$ cat config.mk
export PLATFORM = sky130hd
export DESIGN_NAME = telemetry_frame_receiver_core
export DESIGN_NICKNAME = d
export VERILOG_FILES = /design/src/rtl/tfr_pkg.sv /design/src/rtl/tfr_front.sv /design/src/rtl/tfr_queue.sv /design/src/rtl/tfr_back.sv /design/src/rtl/telemetry_frame_receiver_core.sv
export SDC_FILE = /design/constraint.sdc
export NUM_CORES = 2
export LEC_CHECK = 0
export BUFFER_PORTS_ARGS = -buffer_cell sky130_fd_sc_hd__clkbuf_2
export CELL_PAD_IN_SITES_DETAIL_PLACEMENT = 1
export CELL_PAD_IN_SITES_GLOBAL_PLACEMENT = 1
export CORE_ASPECT_RATIO = 0.6
export CORE_UTILIZATION = 40
export DETAILED_ROUTE_END_ITERATION = 6
export PLACE_DENSITY = 0.77
export SYNTH_ARGS = -nofsm -noshare
export SYNTH_HDL_FRONTEND = slang
export SYNTH_SLANG_ARGS = --single-unit
$ cat constraint.sdc
create_clock -name aclk -period 12.9 [get_ports aclk]
set_input_delay 0.645 -clock aclk [delete_from_list [all_inputs] [get_ports aclk]]
set_output_delay 0.645 -clock aclk [all_outputs]
set_load 0.1 [all_outputs]
$ cat src/rtl/tfr_pkg.sv
`timescale 1ns / 1ps
// ============================================================================
// tfr_pkg - shared types and constants of the telemetry frame receiver
// Frame table, result codes, queue entry layout and small decode helpers.
// ============================================================================
package tfr_pkg;

    localparam int HISTORY_BYTES_DEF = 34;
    localparam int WIN_BYTES         = 34;
    localparam int NUM_KINDS         = 6;
    localparam int VAL_W             = 18;
    localparam int CFG_W             = 16;
    localparam int CFG_ADDR_W        = 2;
    localparam int TDATA_OUT_W       = 112;

    localparam logic [7:0] SYNC_BYTE = 8'hFD;

    localparam logic [2:0] KIND_VELOCITY = 3'd0;
    localparam logic [2:0] KIND_WHEELS   = 3'd1;
    localparam logic [2:0] KIND_BATTERY  = 3'd2;
    localparam logic [2:0] KIND_HEADING  = 3'd3;
    localparam logic [2:0] KIND_INERTIAL = 3'd4;
    localparam logic [2:0] KIND_CHASSIS  = 3'd5;
    localparam logic [2:0] KIND_BAD_CHK  = 3'd6;

    localparam logic [CFG_ADDR_W-1:0] REG_LIN_DB  = 2'd0;
    localparam logic [CFG_ADDR_W-1:0] REG_ANG_DB  = 2'd1;
    localparam logic [CFG_ADDR_W-1:0] REG_BAT_LOW = 2'd2;

    localparam int LEN_VEL = 13;
    localparam int LEN_WHL = 12;
    localparam int LEN_BAT = 5;
    localparam int LEN_HDG = 13;
    localparam int LEN_IMU = 34;
    localparam int LEN_CHS = 5;

    localparam logic signed [VAL_W-1:0] FULL_TURN = 18'sd36000;
    localparam logic signed [VAL_W-1:0] HALF_TURN = 18'sd18000;

    typedef logic [WIN_BYTES-1:0][7:0] win_t;

    typedef struct packed {
        logic [NUM_KINDS-1:0] hit;
        logic [NUM_KINDS-1:0] ok;
        win_t                 win;
    } entry_t;

    typedef struct packed {
        logic [15:0] lin_db;
        logic [15:0] ang_db;
        logic [7:0]  bat_low;
    } cfg_t;

    function automatic int frame_len(input int k);
        case (k)
            0: return LEN_VEL;
            1: return LEN_WHL;
            2: return LEN_BAT;
            3: return LEN_HDG;
            4: return LEN_IMU;
            default: return LEN_CHS;
        endcase
    endfunction

    function automatic logic [7:0] frame_lcode(input int k);
        case (k)
            0, 3: return 8'h0A;
            1: return 8'h09;
            4: return 8'h1F;
            default: return 8'h02;
        endcase
    endfunction

    function automatic logic [7:0] frame_tcode(input int k);
        return 8'(k + 2);
    endfunction

    // Byte i of a frame of length len that ends at the newest window byte.
    function automatic logic [7:0] fb(input win_t w, input int len, input int i);
        return w[WIN_BYTES - len + i];
    endfunction

    function automatic logic [15:0] u16(input logic [7:0] hi, input logic [7:0] lo);
        return {hi, lo};
    endfunction

    function automatic logic signed [VAL_W-1:0] sm_val(input logic [7:0] s,
                                                       input logic [7:0] hi,
                                                       input logic [7:0] lo);
        logic signed [VAL_W-1:0] m;
        m = $signed({2'b00, hi, lo});
        return (s != 8'd0) ? -m : m;
    endfunction

endpackage

$ cat src/rtl/tfr_front.sv
`timescale 1ns / 1ps
// ============================================================================
// tfr_front - byte history and frame classifier
// Shifts each beat into the history and tests all six frame headers and checks.
// ============================================================================
module tfr_front import tfr_pkg::*; #(
    parameter int HISTORY_BYTES = HISTORY_BYTES_DEF
) (
    input  logic       aclk,
    input  logic       aresetn,
    input  logic       byte_valid,
    input  logic [7:0] byte_data,
    output logic       push,
    output entry_t     push_entry
);

    logic [HISTORY_BYTES-1:0][7:0] hist_reg, hist_next;
    win_t                          win;
    logic [NUM_KINDS-1:0]          hit, ok;

    always_comb begin
        for (int j = 0; j < HISTORY_BYTES - 1; j++) hist_next[j] = hist_reg[j+1];
        hist_next[HISTORY_BYTES-1] = byte_data;
        for (int j = 0; j < WIN_BYTES; j++) win[j] = hist_next[HISTORY_BYTES - WIN_BYTES + j];
    end

    always_comb begin
        logic [7:0] x;
        for (int k = 0; k < NUM_KINDS; k++) begin
            hit[k] = (fb(win, frame_len(k), 0) == SYNC_BYTE) &&
                     (fb(win, frame_len(k), 1) == frame_lcode(k)) &&
                     (fb(win, frame_len(k), 2) == frame_tcode(k));
            x = 8'd0;
            for (int i = 2; i < WIN_BYTES - 1; i++)
                if (i + 1 < frame_len(k)) x = x ^ fb(win, frame_len(k), i);
            ok[k] = (x == fb(win, frame_len(k), frame_len(k) - 1));
        end
    end

    always_ff @(posedge aclk) begin
        if (!aresetn) begin
            hist_reg <= '0;
        end else if (byte_valid) begin
            hist_reg <= hist_next;
        end
    end

    assign push            = byte_valid && (hit != '0);
    assign push_entry.hit  = hit;
    assign push_entry.ok   = ok;
    assign push_entry.win  = win;

endmodule

$ cat src/rtl/tfr_queue.sv
`timescale 1ns / 1ps
// ============================================================================
// tfr_queue - two-entry queue between classifier and decoder
// Holds classified frame windows until the decoder takes them.
// ============================================================================
module tfr_queue import tfr_pkg::*; (
    input  logic   aclk,
    input  logic   aresetn,
    input  logic   push,
    input  entry_t push_entry,
    input  logic   pop,
    output entry_t head,
    output logic   empty,
    output logic   full
);

    entry_t     mem_reg [2];
    logic       wr_ptr_reg, rd_ptr_reg;
    logic [1:0] count_reg;

    assign empty = (count_reg == 2'd0);
    assign full  = (count_reg == 2'd2);
    assign head  = mem_reg[rd_ptr_reg];

    always_ff @(posedge aclk) begin
        if (push) mem_reg[wr_ptr_reg] <= push_entry;
        if (!aresetn) begin
            wr_ptr_reg <= 1'b0;
            rd_ptr_reg <= 1'b0;
            count_reg  <= 2'd0;
        end else begin
            if (push) wr_ptr_reg <= ~wr_ptr_reg;
            if (pop)  rd_ptr_reg <= ~rd_ptr_reg;
            count_reg <= count_reg + 2'(push) - 2'(pop);
        end
    end

    a_no_overflow: assert property (@(posedge aclk) disable iff (!aresetn)
        push |-> (!full || pop)) else $error("queue overflow");
    a_no_underflow: assert property (@(posedge aclk) disable iff (!aresetn)
        pop |-> !empty) else $error("queue underflow");
    a_count_step: assert property (@(posedge aclk) disable iff (!aresetn)
        (push && !pop) |=> (count_reg == $past(count_reg) + 2'd1))
        else $error("queue count slip");

endmodule

$ cat src/rtl/tfr_back.sv
`timescale 1ns / 1ps
// ============================================================================
// tfr_back - frame decoder and result register
// Walks one entry's hit mask in kind order, one beat per cycle unless stalled.
// ============================================================================
module tfr_back import tfr_pkg::*; (
    input  logic                   aclk,
    input  logic                   aresetn,
    input  cfg_t                   cfg,
    input  entry_t                 head,
    input  logic                   q_empty,
    output logic                   pop,
    output logic                   m_tvalid,
    input  logic                   m_tready,
    output logic [TDATA_OUT_W-1:0] m_tdata,
    output logic                   m_tlast
);

    logic                   busy_reg;
    entry_t                 ent_reg;
    logic [NUM_KINDS-1:0]   mask_reg, sel_1h;
    logic [2:0]             sel;
    logic                   emit, slot_free;
    logic                   hdg_cap_reg;
    logic signed [VAL_W-1:0] ref_hdg_reg;
    logic                   out_valid_reg, out_last_reg;
    logic [TDATA_OUT_W-1:0] out_data_reg;
    logic [2:0]             kind;
    logic signed [VAL_W-1:0] va, vb, vc, vd, ve, vf, yaw, rel;
    logic [15:0]            m0, m1, m2;
    win_t                   w;

    assign slot_free = !out_valid_reg || m_tready;
    assign emit      = busy_reg && slot_free;
    assign pop       = !busy_reg && !q_empty;
    assign w         = ent_reg.win;

    always_comb begin
        sel = 3'd0;
        for (int k = NUM_KINDS - 1; k >= 0; k--)
            if (mask_reg[k]) sel = 3'(k);
        sel_1h = NUM_KINDS'(1) << sel;
    end

    // Decode the selected kind.
    always_comb begin
        va = '0; vb = '0; vc = '0; vd = '0; ve = '0; vf = '0;
        kind = sel;
        m0 = '0; m1 = '0; m2 = '0;
        yaw = sm_val(fb(w, LEN_HDG, 9), fb(w, LEN_HDG, 10), fb(w, LEN_HDG, 11));
        if (yaw < 0) yaw = yaw + FULL_TURN;
        rel = ref_hdg_reg - yaw;
        if (rel > HALF_TURN) rel = rel - FULL_TURN;
        if (rel < -HALF_TURN) rel = rel + FULL_TURN;
        if (!ent_reg.ok[sel]) begin
            kind = KIND_BAD_CHK;
            va   = VAL_W'(sel);
        end else begin
            unique case (sel)
                KIND_VELOCITY: begin
                    m0 = u16(fb(w, LEN_VEL, 4), fb(w, LEN_VEL, 5));
                    m1 = u16(fb(w, LEN_VEL, 7), fb(w, LEN_VEL, 8));
                    m2 = u16(fb(w, LEN_VEL, 10), fb(w, LEN_VEL, 11));
                    va = (m0 <= cfg.lin_db) ? '0 :
                         sm_val(fb(w, LEN_VEL, 3), fb(w, LEN_VEL, 4), fb(w, LEN_VEL, 5));
                    vb = (m1 <= cfg.lin_db) ? '0 :
                         sm_val(fb(w, LEN_VEL, 6), fb(w, LEN_VEL, 7), fb(w, LEN_VEL, 8));
                    vc = (m2 <= cfg.ang_db) ? '0 :
                         sm_val(fb(w, LEN_VEL, 9), fb(w, LEN_VEL, 10), fb(w, LEN_VEL, 11));
                end
                KIND_WHEELS: begin
                    va = $signed({2'b00, u16(fb(w, LEN_WHL, 3), fb(w, LEN_WHL, 4))});
                    vb = $signed({2'b00, u16(fb(w, LEN_WHL, 5), fb(w, LEN_WHL, 6))});
                    vc = $signed({2'b00, u16(fb(w, LEN_WHL, 7), fb(w, LEN_WHL, 8))});
                    vd = $signed({2'b00, u16(fb(w, LEN_WHL, 9), fb(w, LEN_WHL, 10))});
                end
                KIND_BATTERY: begin
                    va = $signed({10'd0, fb(w, LEN_BAT, 3)});
                    vb = (fb(w, LEN_BAT, 3) < cfg.bat_low) ? 18'sd1 : 18'sd0;
                end
                KIND_HEADING: begin
                    va = hdg_cap_reg ? rel : '0;
                    vb = yaw;
                end
                KIND_INERTIAL: begin
                    va = -sm_val(fb(w, LEN_IMU, 3), fb(w, LEN_IMU, 4), fb(w, LEN_IMU, 5));
                    vb = sm_val(fb(w, LEN_IMU, 6), fb(w, LEN_IMU, 7), fb(w, LEN_IMU, 8));
                    vc = sm_val(fb(w, LEN_IMU, 9), fb(w, LEN_IMU, 10), fb(w, LEN_IMU, 11));
                    vd = -sm_val(fb(w, LEN_IMU, 12), fb(w, LEN_IMU, 13), fb(w, LEN_IMU, 14));
                    ve = sm_val(fb(w, LEN_IMU, 15), fb(w, LEN_IMU, 16), fb(w, LEN_IMU, 17));
                    vf = sm_val(fb(w, LEN_IMU, 18), fb(w, LEN_IMU, 19), fb(w, LEN_IMU, 20));
                end
                default: begin
                    va = $signed({10'd0, fb(w, LEN_CHS, 3)});
                end
            endcase
        end
    end

    always_ff @(posedge aclk) begin
        if (pop) ent_reg <= head;
        if (emit) begin
            out_data_reg <= {1'b0, vf, ve, vd, vc, vb, va, kind};
            out_last_reg <= ((mask_reg & ~sel_1h) == '0);
        end
        if (!aresetn) begin
            busy_reg      <= 1'b0;
            mask_reg      <= '0;
            out_valid_reg <= 1'b0;
            hdg_cap_reg   <= 1'b0;
            ref_hdg_reg   <= '0;
        end else begin
            if (pop) begin
                busy_reg <= 1'b1;
                mask_reg <= head.hit;
            end else if (emit) begin
                mask_reg <= mask_reg & ~sel_1h;
                if ((mask_reg & ~sel_1h) == '0) busy_reg <= 1'b0;
            end
            if (emit) out_valid_reg <= 1'b1;
            else if (m_tready) out_valid_reg <= 1'b0;
            // Capture the reference on the first good heading frame.
            if (emit && sel == KIND_HEADING && ent_reg.ok[sel] && !hdg_cap_reg) begin
                hdg_cap_reg <= 1'b1;
                ref_hdg_reg <= yaw;
            end
        end
    end

    assign m_tvalid = out_valid_reg;
    assign m_tdata  = out_data_reg;
    assign m_tlast  = out_last_reg;

    a_busy_mask: assert property (@(posedge aclk) disable iff (!aresetn)
        busy_reg |-> (mask_reg != '0)) else $error("busy with empty mask");
    a_cap_sticky: assert property (@(posedge aclk) disable iff (!aresetn)
        hdg_cap_reg |=> hdg_cap_reg) else $error("heading capture lost");
    a_pop_idle: assert property (@(posedge aclk) disable iff (!aresetn)
        pop |-> !emit) else $error("pop while emitting");

endmodule

$ cat src/rtl/telemetry_frame_receiver_core.sv
`timescale 1ns / 1ps
// ============================================================================
// telemetry_frame_receiver_core - serial telemetry frame receiver
// Recognizes six telemetry frame types in a byte stream and decodes them.
// ============================================================================
// Usage:
//   s_ channel: one received serial byte per beat in s_tdata[7:0].
//   m_ channel: one decoded result per beat; m_tdata holds, from bit 0 up,
//   frame_kind[2:0], val_a..val_f (18 bit each), one pad bit. m_tlast marks
//   the final result caused by one input byte. Bytes that complete no
//   frame header produce no beat at all.
//   cfg_ port: write linear deadband (0), angular deadband (1) and battery
//   low level (2) while the block is idle.
// Path: a byte's entry passes the queue and the decoder's entry register to
//   the result register; its further results follow one per cycle while
//   m_tready is high.
// Throughput: one byte per cycle while the two-entry queue has room; the
//   decoder takes a new entry only after all results of the last one.
// Reset: history clears to zero, heading reference is forgotten, the
//   registers return to 10, 1 and 100.
// Stall: when m_tready is low the result register holds, the decoder
//   waits, the queue fills and s_tready drops once it is full.
// ============================================================================
module telemetry_frame_receiver_core import tfr_pkg::*; #(
    parameter int HISTORY_BYTES = HISTORY_BYTES_DEF
) (
    input  logic                   aclk,
    input  logic                   aresetn,
    input  logic                   s_tvalid,
    output logic                   s_tready,
    input  logic [7:0]             s_tdata,   // rx_byte[7:0]
    output logic                   m_tvalid,
    input  logic                   m_tready,
    // frame_kind[2:0], val_a, val_b, val_c, val_d, val_e, val_f, pad[111]
    output logic [TDATA_OUT_W-1:0] m_tdata,
    output logic                   m_tlast,
    input  logic                   cfg_wr_en,
    input  logic [CFG_ADDR_W-1:0]  cfg_addr,
    input  logic [CFG_W-1:0]       cfg_wdata
);

    cfg_t   cfg_reg;
    logic   push, pop, q_empty, q_full, accept;
    entry_t push_entry, head;

    // Hold input while the queue is full; a beat that matches nothing still
    // only shifts the history.
    assign s_tready = !q_full;
    assign accept   = s_tvalid && s_tready;

    always_ff @(posedge aclk) begin
        if (!aresetn) begin
            cfg_reg.lin_db  <= 16'd10;
            cfg_reg.ang_db  <= 16'd1;
            cfg_reg.bat_low <= 8'd100;
        end else if (cfg_wr_en) begin
            case (cfg_addr)
                REG_LIN_DB:  cfg_reg.lin_db  <= cfg_wdata;
                REG_ANG_DB:  cfg_reg.ang_db  <= cfg_wdata;
                REG_BAT_LOW: cfg_reg.bat_low <= cfg_wdata[7:0];
                default: ;
            endcase
        end
    end

    tfr_front #(.HISTORY_BYTES(HISTORY_BYTES)) u_front (
        .aclk       (aclk),
        .aresetn    (aresetn),
        .byte_valid (accept),
        .byte_data  (s_tdata),
        .push       (push),
        .push_entry (push_entry)
    );

    tfr_queue u_queue (
        .aclk       (aclk),
        .aresetn    (aresetn),
        .push       (push),
        .push_entry (push_entry),
        .pop        (pop),
        .head       (head),
        .empty      (q_empty),
        .full       (q_full)
    );

    tfr_back u_back (
        .aclk     (aclk),
        .aresetn  (aresetn),
        .cfg      (cfg_reg),
        .head     (head),
        .q_empty  (q_empty),
        .pop      (pop),
        .m_tvalid (m_tvalid),
        .m_tready (m_tready),
        .m_tdata  (m_tdata),
        .m_tlast  (m_tlast)
    );

endmodule

==> impl_metrics.yaml <==
timing:
  setup_viol: 0
  drv_slew: 0
  max_slew_margin: 0.114
  fin_ws_ps: 3330
  fin_crit_sh: 0.742
  skew_ps: 58.3
  hold_ws_ps: 217
  period_minus_slack_ps: 9570
  tns_ps: 0
  rsz0062_at_grt: "no"
  worst_pin_slew_ps: 1330
  hold_viol: 0
  max_freq_mhz: 104
drt:
  drtIter0Drc: 3737
  drc: 0
  wl_per_cell_um: 26.5
  avgViaCountPerCell: 5.66
  detail-route-antenna-nets: 0
  vias: 35100
  wirelength_um: 164000
  first_pass_iters: 6
floorplan:
  std_cell_rows: 100
  die_y_um: 278
  dieArea_sq_mm: 0.128
  ios: 146
  die_w_um: 461
  start_util: 0.406
  core_area_sq_mm: 0.125
cts:
  cts_made_buffers: 105
  clock_sinks: 1120
  post_cts_buffers: 0
  cts_buffer_depth: 3
  clkTransAtPathRegs_ps: 70
  cts_resized: 0
  insertion_delay_ps: 770
  cts_tree: "done"
  postCtsHoldBufs: 0
  root_buffer: "clkbuf_16"
  h-tree-depth: 3
finish:
  final-seq-area_sq_mm: 0.0303
  fill_cells: 13100
  area_growth_pct: 12.3
  most-common-layout-cells: "784 x edfxtp_1, 726 x nand2_1, 335 x dfxtp_1, 323 x xnor2_1, 303 x a21boi_0"
  largest_reg_flops: 452
  final_common_cell: "edfxtp_1"
  drive_gt1_frac: 0.144
  multi_input_area_sq_mm: 0.0193
  final_cells: 6193
  nets: 4530
status:
  outcome: "complete, no violations"
synthesis:
  yosys_warnings: 0
  synth-main-ff-cell: "edfxtp_1"
  synthesis.nets: 4432
  synth_cell_types: 100
  synth_edf_count: 784
  synthArstFlopShare: 0
  ys_seq_area_frac: 0.598
  postSynthCellCount: 4317
  avgSynthCellArea_sq_um: 11.7
  netlist_area_sq_mm: 0.0506
  ys_ff_latch: 1120
grt:
  overflow: 0
  antenna_found_initial: 5
  grt_pass1_vias: 34600
  grt_max_degree: 218
  grt.total_usage: 0.253
  grt_first_pass_wirelength_um: 237000
critical_path:
  worstReg2RegEnd: "u_back.m_tdata[18]"
  reg2reg_slack_ps: 3330
  crit_end: "u_back.m_tdata[18]"
  path_max_fanout: 11
  arrival_ps: 10090
  cpMaxStageDelayCell: "a2111oi_0"
  slowest_delay_ps: 920
  rr_startpoint: "u_back.ent_reg[256]"
  reg2reg_depth: 30
  startpoint: "u_back.ent_reg[256]"
  critPathCaptureType: "flop"
  startpoint_type: "flop"
  crit_type: "flop to flop"
  crit_required_ps: 13410
placement:
  place.detailed.hpwl_um: 118000
  dpl_worst_slack_ps: 3570
  gp_congestion: 0.948
  port_buffers: 144
  dpl.cell_count: 5991
job:
  maxCapViolations: 0
power_and_ir_drop:
  leakagePower_uw: 0.0191
  irDropWorstVdd_uv: 106
  p_per_area_mw_per_mm2: 129
hold_path:
  min_path_type: "input pin to flop"
  hold_start: "s_tdata[4]"
[cell families (layout without fill, tap and decap cells)]
kind of cell | Yosys count | in the layout | share of synthesized area
mux | 250 | 250 | 0.0551
other cells | 1 | 3 | 0.0000741
simple gates | 1337 | 1337 | 0.119
compound gates | 802 | 802 | 0.110
flops | 1120 | 1120 | 0.598
fa+ha+maj | 85 | 85 | 0.0211
buf+inv | 291 | 482 | 0.0220
xor+xnor | 431 | 431 | 0.0752
[how the worst min path moves through the flow]
| stage | cells past startpoint | end |
|---|---|---|
| final | 3 | u_front.push_entry[260] |
| after global routing | 3 | u_front.push_entry[261] |
| after floorplan | 2 | u_front.push_entry[0] |
| after detailed placement | 2 | u_front.push_entry[2] |
| after CTS | 3 | u_front.push_entry[260] |
| after global placement | 2 | u_front.push_entry[7] |
[per-layer routing]
| metal | GRT usage | share of wire |
|---|---|---|
| met5 | 0 | 0.000079 |
| met3 | 0.0716 | 0.099 |
| met2 | 0.347 | 0.41 |
| met1 | 0.392 | 0.48 |
| met4 | 0.0444 | 0.015 |
[synth_stat cells (all sizes together), types with 63 or more instances]
master,count,share of area
a21boi,303,0.045
nand2,728,0.054
inv,94,0.0070
ha,83,0.021
xor2,107,0.019
clkbuf,169,0.013
edfxtp,784,0.47
a21oi,136,0.014
mux2,228,0.051
nor3,63,0.0063
o21ai,126,0.013
dfxtp,336,0.13
nor2,222,0.017
xnor2,324,0.056
[critical path: cells and delay by family (launching register included)]
| family | cells | cell delay, ps |
|---|---|---|
| AND/OR/NAND/NOR | 8 | 1740 |
| multiplexers | 3 | 770 |
| buffers and inverters | 2 | 350 |
| AO/OA/AOI/OAI | 10 | 3900 |
| flip-flops | 1 | 560 |
| adder cells (fa/ha/maj) | 4 | 1170 |
| XOR/XNOR | 3 | 820 |
[cell type report]
type	instances	area share
antenna	2	0.0000880
inverter	94	0.00638
clock buffer	135	0.0508
multi-input combinational	2906	0.339
sequential	1120	0.532
tap	1683	0.0370
timing repair buffer	188	0.0193
clock inverter	65	0.0150
[report_power, final]
group,internal (uW),switching (uW),total (uW),leakage [uW]
clock network,1930,1470,3390,0.00183
logic,41.1,98.6,140,0.00708
registers,3800,8.77,3810,0.0101
[through the flow]
stage               total power (uW)  cell area (sq um)  utilization
floorplan                       3970              50600            -
global placement                4020              53100        0.426
detailed placement              4030              53100        0.426
CTS                             7390              56900        0.456
global route                    7520              56900        0.456
finish                          7340              56900        0.456
Note: power is estimated with default switching activity, not from simulation.
